==> src/rtl/arpm_pkg.sv <==
`timescale 1ns / 1ps
// ----------------------------------------------------------------------------
// arpm_pkg: shared types and constants of the AC RMS and peak meter
// Field widths, register indexes, reset values and state encodings that are
// shared by the lanes and the top level.
// ----------------------------------------------------------------------------
package arpm_pkg;

   localparam int GAIN_BITS      = 16;
   localparam int ZERO_BITS      = 12;
   localparam int WINDOW_BITS    = 16;
   localparam int VOLT_BITS      = 28;
   localparam int AMP_BITS       = 20;
   localparam int FRAC_BITS      = 8;
   localparam int MEAN_SHIFT     = 16;
   localparam int CSR_INDEX_BITS = 2;
   localparam int CSR_DATA_BITS  = 16;

   localparam logic [VOLT_BITS-1:0] VOLT_MAX = {VOLT_BITS{1'b1}};
   localparam logic [AMP_BITS-1:0]  AMP_MAX  = {AMP_BITS{1'b1}};

   localparam logic [CSR_INDEX_BITS-1:0] CSR_WINDOW_LEN   = 2'd0;
   localparam logic [CSR_INDEX_BITS-1:0] CSR_ZERO_OFFSET  = 2'd1;
   localparam logic [CSR_INDEX_BITS-1:0] CSR_VOLT_GAIN_Q8 = 2'd2;
   localparam logic [CSR_INDEX_BITS-1:0] CSR_AMP_GAIN_Q8  = 2'd3;

   localparam logic [WINDOW_BITS-1:0] WINDOW_LEN_RESET   = 16'd40000;
   localparam logic [ZERO_BITS-1:0]   ZERO_OFFSET_RESET  = 12'd1977;
   localparam logic [GAIN_BITS-1:0]   VOLT_GAIN_RESET    = 16'd361;
   localparam logic [GAIN_BITS-1:0]   AMP_GAIN_RESET     = 16'd1459;

   typedef struct packed {
      logic frame;
      logic last;
   } frame_ctrl_type;

   typedef enum logic [2:0] {
      VS_IDLE,
      VS_DIV,
      VS_ROOT,
      VS_MUL,
      VS_SAT
   } volt_state_type;

   typedef enum logic {
      TS_RUN,
      TS_CALC
   } top_state_type;

endpackage

==> src/rtl/arpm_amp_lane.sv <==
`timescale 1ns / 1ps
// ----------------------------------------------------------------------------
// arpm_amp_lane: one current channel
// Tracks the running maximum and minimum with strict compares and turns
// the peak-to-peak span of a finished window into saturated milliamps.
// ----------------------------------------------------------------------------
module arpm_amp_lane #(
   parameter int SAMPLE_BITS = 12
) (
   input  logic                            clock,
   input  logic                            reset,
   input  arpm_pkg::frame_ctrl_type        frame_ctrl,
   input  logic [SAMPLE_BITS-1:0]          sample,
   input  logic [arpm_pkg::GAIN_BITS-1:0]  gain,
   output logic [arpm_pkg::AMP_BITS-1:0]   amps
);
   import arpm_pkg::*;

   localparam int PROD_BITS = SAMPLE_BITS + GAIN_BITS;
   localparam int WIDE_BITS = PROD_BITS + AMP_BITS;

   logic [SAMPLE_BITS-1:0] hi_ff, hi_in;
   logic [SAMPLE_BITS-1:0] lo_ff, lo_in;
   logic [SAMPLE_BITS-1:0] span_ff, span_in;
   logic [AMP_BITS-1:0]    amps_ff, amps_in;

   logic [SAMPLE_BITS-1:0] new_hi;
   logic [SAMPLE_BITS-1:0] new_lo;
   logic [PROD_BITS-1:0]   prod;
   logic [WIDE_BITS-1:0]   scaled;

   always_comb begin
      new_hi = (sample > hi_ff) ? sample : hi_ff;
      new_lo = (sample < lo_ff) ? sample : lo_ff;
      hi_in   = hi_ff;
      lo_in   = lo_ff;
      span_in = span_ff;
      if (frame_ctrl.frame) begin
         if (frame_ctrl.last) begin
            // An inverted pair of peaks counts as no span at all.
            span_in = (new_hi >= new_lo) ? (new_hi - new_lo) : '0;
            hi_in   = '0;
            lo_in   = '1;
         end else begin
            hi_in = new_hi;
            lo_in = new_lo;
         end
      end

      prod   = PROD_BITS'(span_ff) * PROD_BITS'(gain);
      scaled = WIDE_BITS'(prod >> FRAC_BITS);
      if (scaled > WIDE_BITS'(AMP_MAX)) begin
         amps_in = AMP_MAX;
      end else begin
         amps_in = scaled[AMP_BITS-1:0];
      end
   end

   always_ff @(posedge clock) begin
      if (reset) begin
         hi_ff <= '0;
         lo_ff <= '1;
      end else begin
         hi_ff <= hi_in;
         lo_ff <= lo_in;
      end
   end

   always_ff @(posedge clock) begin
      span_ff <= span_in;
      amps_ff <= amps_in;
   end

   assign amps = amps_ff;

endmodule

==> config.mk <==
export PLATFORM = sky130hd
export DESIGN_NAME = arpm_amp_lane
export DESIGN_NICKNAME = d
export VERILOG_FILES = /design/src/rtl/arpm_pkg.sv /design/src/rtl/arpm_amp_lane.sv
export SDC_FILE = /design/constraint.sdc
export NUM_CORES = 1
export LEC_CHECK = 0
export ABC_AREA = 1
export CORE_UTILIZATION = 61
export DETAILED_ROUTE_END_ITERATION = 12
export DONT_BUFFER_PORTS = 1
export PLACE_DENSITY = 0.87
export REMOVE_ABC_BUFFERS = 1
export SETUP_SLACK_MARGIN = 0.15
export SLEW_MARGIN = 20
export SYNTH_ARGS = -nofsm -noshare
export SYNTH_HDL_FRONTEND = slang
export SYNTH_SLANG_ARGS = --single-unit
==> constraint.sdc <==
create_clock -name clock -period 4.87 [get_ports clock]
set_clock_uncertainty 0.1 [all_clocks]
set_input_delay 0.2435 -clock clock [delete_from_list [all_inputs] [get_ports clock]]
set_output_delay 0.2435 -clock clock [all_outputs]
set_load 0.01 [all_outputs]
==> results.md <==
- Wire length per cell: 22.50 microns
- Sum of negative setup slack: -3.378 ns
- Fraction of final layout cells sized beyond drive strength 1: 20.52%
- Number of vias per cell after detailed routing: 6.188
- Total grt overflow: 0
- Avg Synthesized Cell Area: 7.237 sq um
- Max Fclk: 189.6 MHz
- Drc violations: 0
- Crit path DAT: 5.39 ns
- Worst slack, placed: -0.04904 ns
- Final setup violation count: 14
- Cell depth of the worst hold path: 4
- Number of sinks driven by the clock tree: 56
- Final Net Count: 1642
- Die boundary height: 128.4 microns
- Synth-to-layout area growth: 20.15%
- Finished Core Util: 76.14%
- Run status: finished with violations
- Minimum period implied by the final worst setup slack: 5.275 ns
- Port Buffers: 0
- Critical register-to-register path endpoint: amps[18]
- DRT antenna net count: 0
- Reg2Reg Launch Point: span_ff[3]
- Count of warnings emitted by yosys: 0
- Final GP Congestion: 1.000
- Via count of the first global-routing pass: 9409
- Root buf cell: sky130_fd_sc_hd__clkbuf_16
- Total track usage: 36.49%
- Flop and latch count out of synthesis: 56
- Library cell with the largest summed area after synthesis: sky130_fd_sc_hd__fa_1
- CP Capture Point: amps[18]
- Worst Hold Class: in -> reg
- Critical path fanouts, max: 6
- Data required time at the worst endpoint: 4.98 ns
- Total via count after detailed routing: 9814
- Number of detailed-routing iterations run before antenna repair: 8
- Violated checks: negative setup slack
- Type of element capturing the critical path: flop
- Final setup margin: -0.4050 ns
- Smallest hold slack: 0.1327 ns
- Total detailed-routing wirelength: 35690 microns
- Rel. slew slack: 38.60%
- Post-synth top flop: sky130_fd_sc_hd__dfxtp_1
- Clock-pin transition on the worst setup and hold timing paths: 0.09 ns
- Number of slew-limit violations in the final report: 0
- Final Hold Fails: 0
- Unrepaired setup endpoints after global routing: yes
- Ys async rst share: 0%
- Area share of the leading cell type in the synthesized netlist: 28.77%
- Cell variety after synth: 36
- Clock insertion delay at the later pin of the skew report: 0.32 ns
- Total Die Area: 0.01648 sq mm
- Detailed Place HPWL: 19340 microns
- Most used cell along the critical path: sky130_fd_sc_hd__fa_1
- Critical Path Slowest Stage Cell: sky130_fd_sc_hd__fa_1
- Max-capacitance violation count: 0
- Actual slew at the worst max-slew pin: 0.9176 ns
- Die width: 128.4 microns
- Area contributors post-synth: sky130_fd_sc_hd__fa_1, sky130_fd_sc_hd__nand2_1, sky130_fd_sc_hd__inv_1
- Element type at the critical path start: flop
- Critical path origin: span_ff[3]
- Number of enable flip-flop cells after synthesis: 12
- Chain of cells forming the critical path: buf_6 > buf_16 > nand2_1 > fa_1 > fa_1 > inv_1 > fa_1 > fa_1 > inv_2 > fa_1 > inv_2 > ha_4 > a21oi_4 > o21ai_4 > o21bai_4 > a21oi_2 > nand2_1 > nand2_1 > nand2_1
- Maximum buffer depth of the clock tree: 2
- Core Region: 0.01537 sq mm
- Initial antenna violation count: 1
- Top cells by count, synth: sky130_fd_sc_hd__nand2_1, sky130_fd_sc_hd__inv_1, sky130_fd_sc_hd__fa_1, sky130_fd_sc_hd__ha_1, sky130_fd_sc_hd__a21oi_1
- Period utilisation layout: 108.3%
- Site Rows: 45
- Delay contributed by the slowest stage of the critical path: 0.57 ns
- Register area share after synthesis: 12.74%
- Initial Utilization: 63.37%
- Violation count after the first detailed-routing iteration: 1176
- Ports: 52
- Flop2flop setup slack: -0.41 ns
- Reg2Reg Depth: 19
- Total CTS buffers: 5
- H-tree depth reported by CTS: 2
- Maximum number of pins on one net before global-route repair: 37
- Most used standard cell by instance count after synthesis: sky130_fd_sc_hd__nand2_1
- Number of standard cells after synthesis: 1346
- Wire length of the first global-routing pass: 46460 microns
- CTS tree: done
- Cell Area, Synth: 0.009741 sq mm
- Path type of the worst setup path: reg -> reg
[registers in the layout, indices dropped and copies added (netlist names)]
| signal | flops |
|---|---|
| amps | 20 |
| hi_ff | 12 |
| lo_ff | 12 |
| span_ff | 12 |
[stage by stage]
step / instance area, sq um / cells
floorplan: 9535 / 1295
global placement: 10090 / 1531
detailed placement: 10090 / 1531
CTS: 11060 / 1569
global route: 11700 / 1585
finish: 11700 / 1586
[what timing repair did]
| action | CTS | global route |
|---|---|---|
| resized for setup | 122 | 132 |
| endpoints found under the hold margin | 13 | 0 |
| setup buffers | 25 | 15 |
| endpoints found under the setup margin | 15 | 19 |
| pin swaps | 76 | 102 |
| gates cloned | 3 | 1 |
| hold buffers | 2 | 0 |
[final cells by class]
| cell class | instances | area (sq um) |
|---|---|---|
| antenna | 1 | 2.502 |
| inverter | 338 | 1271 |
| multi-input combinational | 901 | 7961 |
| tap | 211 | 264.0 |
| clock buffer | 5 | 125.1 |
| clock inverter | 3 | 28.78 |
| timing repair buffer | 71 | 809.5 |
| fill | 951 | 3667 |
| sequential | 56 | 1241 |
[layout by cell type (no fill, tap or decap), types with 3 or more instances in the layout]
cell type and count:
sky130_fd_sc_hd__and2_1 12, sky130_fd_sc_hd__or2_2 4, sky130_fd_sc_hd__fa_1 128, sky130_fd_sc_hd__o21bai_4 3, sky130_fd_sc_hd__a21o_1 5, sky130_fd_sc_hd__nand3_1 59, sky130_fd_sc_hd__o21bai_1 3, sky130_fd_sc_hd__buf_12 11
sky130_fd_sc_hd__dfxtp_1 44, sky130_fd_sc_hd__clkbuf_16 6, sky130_fd_sc_hd__nand4_1 8, sky130_fd_sc_hd__xnor2_1 3, sky130_fd_sc_hd__nand2_1 319, sky130_fd_sc_hd__a21oi_1 54, sky130_fd_sc_hd__inv_2 43, sky130_fd_sc_hd__nand2_4 20
sky130_fd_sc_hd__inv_1 294, sky130_fd_sc_hd__nor3_4 4, sky130_fd_sc_hd__a21oi_2 11, sky130_fd_sc_hd__buf_16 3, sky130_fd_sc_hd__o21ai_0 6, sky130_fd_sc_hd__nor2_4 16, sky130_fd_sc_hd__buf_4 41, sky130_fd_sc_hd__nand3_2 8
sky130_fd_sc_hd__o21ai_2 4, sky130_fd_sc_hd__ha_1 79, sky130_fd_sc_hd__nand2_2 32, sky130_fd_sc_hd__xor2_2 3, sky130_fd_sc_hd__edfxtp_1 12, sky130_fd_sc_hd__ha_4 18, sky130_fd_sc_hd__a21oi_4 7, sky130_fd_sc_hd__fa_2 12
sky130_fd_sc_hd__o21ai_1 18, sky130_fd_sc_hd__nor2_1 26, sky130_fd_sc_hd__nor2_2 8, sky130_fd_sc_hd__buf_6 11, sky130_fd_sc_hd__xor2_1 10
[worst min-delay path by stage]
stage / startpoint / endpoint / slack, ns
5_1_grt: sample[10] / lo_ff[10] / 0.15
2_1_floorplan: reset / hi_ff[0] / 0.21
3_3_place_gp: reset / hi_ff[10] / 0.22
3_5_place_dp: reset / hi_ff[5] / 0.22
4_1_cts: sample[4] / lo_ff[4] / 0.13
6_report: sample[10] / lo_ff[10] / 0.13
[critical path, delay by kind of cell, from the launching register on]
family | cells | cell delay (ns)
AND/OR/NAND/NOR | 4 | 0.27
AO/OA/AOI/OAI | 4 | 0.93
buffers and inverters | 5 | 0.58
flip-flops | 1 | 0.49
adder cells (fa/ha/maj) | 6 | 2.77
[cell families after synthesis]
group                      Yosys count  synth area share [%]
buffers and inverters              389                 15.13
adders and majority gates          237                 41.23
and+or+nand+nor                    526                 22.52
xor gates and xnor gates            18                 1.696
AOI/OAI and AO/OA                  120                 6.680
DFF                                 56                 12.74
[metal layers]
layer | wire length (microns) | vias to the layer above | share of wire, % | track usage [%]
li1 | - | 4052 | - | -
met1 | 11310 | 4504 | 32 | 42.00
met2 | 16010 | 909 | 45 | 61.27
met3 | 4969 | 349 | 14 | 8.025
met4 | 3402 | 0 | 9.5 | 24.43
met5 | 0 | - | 0 | 0
Power is not shown: default switching activity piles up to over one toggle a cycle in this logic, so the estimate is an artifact.
