`src/rtl/arpm_pkg.sv`:
```
`timescale 1ns / 1ps
// ----------------------------------------------------------------------------
// arpm_pkg: shared types and constants of the AC RMS and peak meter
// Field widths, register indexes, reset values and state encodings that are
// shared by the lanes and the top level.
// ----------------------------------------------------------------------------
package arpm_pkg;

   localparam int GAIN_BITS      = 16;
   localparam int ZERO_BITS      = 12;
   localparam int WINDOW_BITS    = 16;
   localparam int VOLT_BITS      = 28;
   localparam int AMP_BITS       = 20;
   localparam int FRAC_BITS      = 8;
   localparam int MEAN_SHIFT     = 16;
   localparam int CSR_INDEX_BITS = 2;
   localparam int CSR_DATA_BITS  = 16;

   localparam logic [VOLT_BITS-1:0] VOLT_MAX = {VOLT_BITS{1'b1}};
   localparam logic [AMP_BITS-1:0]  AMP_MAX  = {AMP_BITS{1'b1}};

   localparam logic [CSR_INDEX_BITS-1:0] CSR_WINDOW_LEN   = 2'd0;
   localparam logic [CSR_INDEX_BITS-1:0] CSR_ZERO_OFFSET  = 2'd1;
   localparam logic [CSR_INDEX_BITS-1:0] CSR_VOLT_GAIN_Q8 = 2'd2;
   localparam logic [CSR_INDEX_BITS-1:0] CSR_AMP_GAIN_Q8  = 2'd3;

   localparam logic [WINDOW_BITS-1:0] WINDOW_LEN_RESET   = 16'd40000;
   localparam logic [ZERO_BITS-1:0]   ZERO_OFFSET_RESET  = 12'd1977;
   localparam logic [GAIN_BITS-1:0]   VOLT_GAIN_RESET    = 16'd361;
   localparam logic [GAIN_BITS-1:0]   AMP_GAIN_RESET     = 16'd1459;

   typedef struct packed {
      logic frame;
      logic last;
   } frame_ctrl_type;

   typedef enum logic [2:0] {
      VS_IDLE,
      VS_DIV,
      VS_ROOT,
      VS_MUL,
      VS_SAT
   } volt_state_type;

   typedef enum logic {
      TS_RUN,
      TS_CALC
   } top_state_type;

endpackage

```
`src/rtl/arpm_volt_lane.sv`:
```
`timescale 1ns / 1ps
// ----------------------------------------------------------------------------
// arpm_volt_lane: one voltage channel
// Accumulates squared offset samples; at window end runs a bit-serial
// divide by the frame count, a two-bits-per-step square root and the
// Q8 gain scaling with saturation.
// ----------------------------------------------------------------------------
module arpm_volt_lane #(
   parameter int SAMPLE_BITS = 12,
   parameter int COUNT_BITS  = 16,
   parameter int ACC_BITS    = 40
) (
   input  logic                             clock,
   input  logic                             reset,
   input  arpm_pkg::frame_ctrl_type         frame_ctrl,
   input  logic [SAMPLE_BITS-1:0]           sample,
   input  logic [SAMPLE_BITS-1:0]           zero_code,
   input  logic [COUNT_BITS-1:0]            divisor,
   input  logic [arpm_pkg::GAIN_BITS-1:0]   gain,
   output logic                             done,
   output logic [arpm_pkg::VOLT_BITS-1:0]   volts
);
   import arpm_pkg::*;

   localparam int DIV_BITS  = ACC_BITS + MEAN_SHIFT;
   localparam int MEAN_BITS = (DIV_BITS > 64) ? 64 : DIV_BITS;
   localparam int ROOT_BITS = (MEAN_BITS + 1) / 2;
   localparam int STEP_BITS = $clog2(DIV_BITS + 1);
   localparam int PROD_BITS = ROOT_BITS + GAIN_BITS;
   localparam int WIDE_BITS = PROD_BITS + VOLT_BITS;

   volt_state_type state_ff, state_in;
   logic [ACC_BITS-1:0]      acc_ff, acc_in;
   logic [DIV_BITS-1:0]      dvd_ff, dvd_in;
   logic [COUNT_BITS-1:0]    rem_ff, rem_in;
   logic [COUNT_BITS-1:0]    dsr_ff, dsr_in;
   logic [STEP_BITS-1:0]     step_ff, step_in;
   logic [2*ROOT_BITS-1:0]   op_ff, op_in;
   logic [ROOT_BITS+1:0]     sqr_ff, sqr_in;
   logic [ROOT_BITS-1:0]     root_ff, root_in;
   logic [PROD_BITS-1:0]     prod_ff, prod_in;
   logic [VOLT_BITS-1:0]     volts_ff, volts_in;
   logic                     done_ff, done_in;

   logic [SAMPLE_BITS-1:0]   diff;
   logic [2*SAMPLE_BITS-1:0] square;
   logic [ACC_BITS-1:0]      acc_sum;
   logic [COUNT_BITS:0]      div_trial;
   logic                     quot_bit;
   logic [DIV_BITS-1:0]      quot_next;
   logic [ROOT_BITS+1:0]     root_cand;
   logic [ROOT_BITS+1:0]     root_trial;
   logic [WIDE_BITS-1:0]     scaled;

   // Next state.
   always_comb begin
      state_in = state_ff;
      case (state_ff)
         VS_IDLE: begin
            if (frame_ctrl.frame && frame_ctrl.last) state_in = VS_DIV;
         end
         VS_DIV: begin
            if (step_ff == STEP_BITS'(DIV_BITS - 1)) state_in = VS_ROOT;
         end
         VS_ROOT: begin
            if (step_ff == STEP_BITS'(ROOT_BITS - 1)) state_in = VS_MUL;
         end
         VS_MUL: begin
            state_in = VS_SAT;
         end
         VS_SAT: begin
            state_in = VS_IDLE;
         end
         default: begin
            state_in = VS_IDLE;
         end
      endcase
   end

   // Outputs: done is registered at the same edge as the result register.
   always_comb begin
      done_in = (state_ff == VS_SAT);
   end

   always_comb begin
      diff    = (sample >= zero_code) ? (sample - zero_code) : (zero_code - sample);
      square  = (2*SAMPLE_BITS)'(diff) * (2*SAMPLE_BITS)'(diff);
      acc_sum = acc_ff + ACC_BITS'(square);

      div_trial = {rem_ff, dvd_ff[DIV_BITS-1]};
      quot_bit  = (div_trial >= {1'b0, dsr_ff});
      quot_next = {dvd_ff[DIV_BITS-2:0], quot_bit};

      root_cand  = {sqr_ff[ROOT_BITS-1:0], op_ff[2*ROOT_BITS-1 -: 2]};
      root_trial = {root_ff, 2'b01};

      scaled = WIDE_BITS'(prod_ff >> FRAC_BITS);

      acc_in   = acc_ff;
      dvd_in   = dvd_ff;
      rem_in   = rem_ff;
      dsr_in   = dsr_ff;
      op_in    = op_ff;
      sqr_in   = sqr_ff;
      root_in  = root_ff;
      prod_in  = prod_ff;
      volts_in = volts_ff;
      step_in  = (state_in != state_ff) ? '0 : step_ff + 1'b1;

      if (frame_ctrl.frame) begin
         acc_in = frame_ctrl.last ? '0 : acc_sum;
      end

      case (state_ff)
         VS_IDLE: begin
            dvd_in = {acc_sum, {MEAN_SHIFT{1'b0}}};
            rem_in = '0;
            dsr_in = divisor;
         end
         VS_DIV: begin
            if (quot_bit) begin
               rem_in = COUNT_BITS'(div_trial - {1'b0, dsr_ff});
            end else begin
               rem_in = div_trial[COUNT_BITS-1:0];
            end
            dvd_in = quot_next;
            // The quotient is taken modulo 2 to the 64 when it is wider.
            op_in   = (2*ROOT_BITS)'(quot_next[MEAN_BITS-1:0]);
            sqr_in  = '0;
            root_in = '0;
         end
         VS_ROOT: begin
            op_in = op_ff << 2;
            if (root_cand >= root_trial) begin
               sqr_in  = root_cand - root_trial;
               root_in = {root_ff[ROOT_BITS-2:0], 1'b1};
            end else begin
               sqr_in  = root_cand;
               root_in = {root_ff[ROOT_BITS-2:0], 1'b0};
            end
         end
         VS_MUL: begin
            prod_in = PROD_BITS'(root_ff) * PROD_BITS'(gain);
         end
         VS_SAT: begin
            if (scaled > WIDE_BITS'(VOLT_MAX)) begin
               volts_in = VOLT_MAX;
            end else begin
               volts_in = scaled[VOLT_BITS-1:0];
            end
         end
         default: begin
         end
      endcase
   end

   always_ff @(posedge clock) begin
      if (reset) begin
         state_ff <= VS_IDLE;
         acc_ff   <= '0;
         done_ff  <= 1'b0;
         step_ff  <= '0;
      end else begin
         state_ff <= state_in;
         acc_ff   <= acc_in;
         done_ff  <= done_in;
         step_ff  <= step_in;
      end
   end

   always_ff @(posedge clock) begin
      dvd_ff   <= dvd_in;
      rem_ff   <= rem_in;
      dsr_ff   <= dsr_in;
      op_ff    <= op_in;
      sqr_ff   <= sqr_in;
      root_ff  <= root_in;
      prod_ff  <= prod_in;
      volts_ff <= volts_in;
   end

   assign done  = done_ff;
   assign volts = volts_ff;

endmodule

```
`config.mk`:
```
export PLATFORM = sky130hd
export DESIGN_NAME = arpm_volt_lane
export DESIGN_NICKNAME = d
export VERILOG_FILES = /design/src/rtl/arpm_pkg.sv /design/src/rtl/arpm_volt_lane.sv
export SDC_FILE = /design/constraint.sdc
export NUM_CORES = 2
export LEC_CHECK = 0
export BUFFER_PORTS_ARGS = -buffer_cell sky130_fd_sc_hd__buf_2
export CAP_MARGIN = 20
export CELL_PAD_IN_SITES_DETAIL_PLACEMENT = 0
export CELL_PAD_IN_SITES_GLOBAL_PLACEMENT = 1
export CORE_MARGIN = 4
export CORE_UTILIZATION = 45
export CTS_BUF_LIST = sky130_fd_sc_hd__clkbuf_8
export DETAILED_ROUTE_END_ITERATION = 6
export PLACE_DENSITY = 0.81
export SLEW_MARGIN = 20
export SYNTH_ARGS = -nofsm -noshare
export SYNTH_HDL_FRONTEND = slang
export SYNTH_SLANG_ARGS = --single-unit
```
`constraint.sdc`:
```
create_clock -name clock -period 8.9 [get_ports clock]
set_input_delay 1.78 -clock clock [delete_from_list [all_inputs] [get_ports clock]]
set_output_delay 1.78 -clock clock [all_outputs]
set_load 0.01 [all_outputs]
```
==> flow_summary.yaml <==
run_status:
  outcome: "finished, final reports clean"
synth:
  avgSynthCellArea_um2: 9.314
  syn_nets: 4469
  yosysMostFrequentCell: "nand2_1"
  postSynth.asyncResetShare_pct: 0
  synthFlopType: "edfxtp_1"
  synth.area.top_cells: "fa_1 27%, edfxtp_1 23%, ha_1 9.1%"
  ys_seq_area_share_pct: 25.94
  yosys_warnings: 0
  yosys.area.top_type_share_pct: 27.05
  synth-seq-cells: 314
  synth-edff-count: 264
  synth_area_mm2: 0.03441
  synth_commonest_cells: "659 x nand2_1, 645 x inv_1, 465 x fa_1"
  synthCells: 3695
  synth_cell_types: 86
  synth_largest_area_cell: "fa_1"
sta:
  hold_viol_final: 0
  maxSlewViolCount: 0
  tightestPinTransition_ns: 1.034
  hold_ws_ns: 0.4514
  slew_headroom_pct: 31.09
  max_freq_mhz: 114.2
  post-route-period-util_pct: 98.38
  fin_worst_skew_ns: 0.05591
  finalSetupViolCount: 0
  min_period_ns: 8.756
detailed_routing:
  drc: 0
  wirelength_um: 82230
  vias: 25550
  viasPerCell: 5.190
  drt_pre_antenna_iters: 5
  drtIter0Drc: 1412
  final_antenna_net_count: 0
  wl_per_cell_um: 16.71
hold_path:
  hold_path.class: "flop to flop"
  min_from: "step_ff[0]$_SDFF_PP0_"
  min_to: "step_ff[0]$_SDFF_PP0_"
  hold_path_depth: 1
critical_path:
  worstPathRequired_ns: 9.30
  ff2ff_path_depth: 22
  r2r_setup_slack_ns: 1.72
  start_kind: "primary input"
  crit_path_end_kind: "flop"
  cp.arrival_ns: 9.16
  slowest_stage: "fa_1"
  reg2reg_from: "root_ff[5]$_SDFFCE_PN0P_"
  slowest_delay_ns: 0.55
  r2r_end: "prod_ff[43]$_DFFE_PN_"
  critPathKind: "primary input to flop"
  cp_max_fo: 7
clock_tree:
  clkTransAtPathRegs_ns: 0.06
  htree_levels: 2
  clk_path_buf_depth: 3
  root_buffer: "clkbuf_8"
  clk-insertion-delay-late_ns: 0.68
  cts_buffers: 58
  cts_tree: "built"
  clock_sinks: 314
grt:
  grt_pass1_vias: 26500
  grt_max_degree: 75
  grt_overflow: 0
  antenna_found_initial: 2
  track_usage_pct: 20.50
  grt_pass1_wl_um: 136600
floorplanning:
  rows: 101
  ios: 89
  start_util_pct: 45.39
  die_h_um: 284.5
  die_area_mm2: 0.08097
  coreArea_mm2: 0.07582
  fp.dieW_um: 284.5
final_layout:
  multiInputGateArea_mm2: 0.02290
  fin_nets: 4668
  fill_cells: 7014
  syn2layout_area_growth_pct: 13.28
  layout-drive-gt1-share_pct: 13.92
  seq_area_mm2: 0.008929
placed_design:
  port_buffers: 88
  gp_routability_congestion: 0.8536
  dp_hpwl_um: 60930
job:
  drv_cap: 0
-- cell type report --
type,count,area share [%]
Tap cell,978,3.139
Clock buffer,63,2.224
Sequential cell,314,22.90
Inverter,646,6.258
Timing Repair Buffer,311,5.677
Clock inverter,46,1.043
Antenna cell,1,0.006419
Multi-Input combinational cell,2563,58.75
-- sequential cells by signal, indices dropped and copies added, names as in the netlist --
register / cells
dsr_ff: 16
root_ff: 28
sqr_ff: 28
done: 1
acc_ff: 40
state_ff: 3
dvd_ff: 56
op_ff: 56
rem_ff: 16
volts: 28
step_ff: 6
prod_ff: 36
-- per-stage QoR --
stage,worst slack [ns],util [%],area [µm²],TNS [ns],cells
2_1_floorplan,-0.02420,-,34770,-0.04067,3695
3_3_place_gp,-0.5079,49.12,37250,-13.81,4784
3_5_place_dp,-0.5708,49.12,37250,-16.25,4784
4_1_cts,0.1244,50.80,38520,0,4893
5_1_grt,-0.09661,51.42,38990,-0.4910,4922
6_report,0.1442,51.42,38990,0,4922
-- cells by family (layout without fill, tap and decap cells) --
| kind of cell | Yosys count | count (layout) | synth area share (%) |
|---|---|---|---|
| compound gates | 463 | 463 | 8.824 |
| xor+xnor | 116 | 116 | 3.061 |
| fa+ha+maj | 714 | 714 | 36.10 |
| buf+inv | 818 | 1066 | 9.111 |
| flops | 314 | 314 | 25.94 |
| mux | 9 | 9 | 0.2654 |
| other cells | 0 | 1 | 0 |
| simple gates | 1261 | 1261 | 16.69 |
-- how the worst max path moves through the flow --
stage,from,end,slack [ns]
after floorplan,sample[0],dvd_ff[49]$_DFFE_PP_,-0.02
after global placement,sample[0],acc_ff[35]$_SDFFE_PP0P_,-0.51
after detailed placement,sample[0],acc_ff[35]$_SDFFE_PP0P_,-0.57
after CTS,sample[0],acc_ff[35]$_SDFFE_PP0P_,0.12
after global routing,sample[0],acc_ff[37]$_SDFFE_PP0P_,-0.1
final,sample[0],dvd_ff[47]$_DFFE_PP_,0.14
-- per-layer routing --
metal | vias to the layer above | GRT usage, % | share of wire (%)
met1 | 12750 | 26.75 | 43
met4 | 2 | 5.668 | 2.5
met5 | - | 0 | 0.021
met3 | 140 | 2.815 | 4.3
li1 | 12130 | - | -
met2 | 527 | 35.88 | 50
-- what timing repair did --
action,CTS,global route
hold endpoints to repair,0,0
setup endpoints to repair,0,29
hold buffers,0,0
buffers inserted,0,28
gates resized for setup,0,60
-- layout by cell type, fill, tap and decap left out, types with 11 or more instances in the layout --
cell and count:
nand2_1 654, inv_1 640, fa_1 461, edfxtp_1 264
ha_1 239, buf_4 211, nor2_1 166, and2_1 148
a21oi_1 122, buf_2 87, o21ai_0 86, a21o_1 64
xnor2_1 63, clkbuf_8 63, nand3_1 52, dfxtp_1 50
xor2_1 46, or2_2 38, and3_1 28, nor2b_1 25
nor3_1 25, nand2b_1 22, a31oi_1 21, nand4_1 18
clkinv_2 18, o21a_1 16, or3_1 16, o21bai_1 14
a211oi_1 12, nand3b_1 11, o21ai_1 11
-- worst max-delay path: cells and delay by family --
family	cells	cell delay, ns
muxes	1	0.24
adders and majority gates	8	3.11
xor gates and xnor gates	2	0.33
buffers and inverters	16	1.56
and+or+nand+nor	1	0.38
AOI/OAI and AO/OA	10	1.74
Power is left out: the tool's default activity adds up to more than one toggle a clock period on the data nets, which glitch-free logic cannot reach.
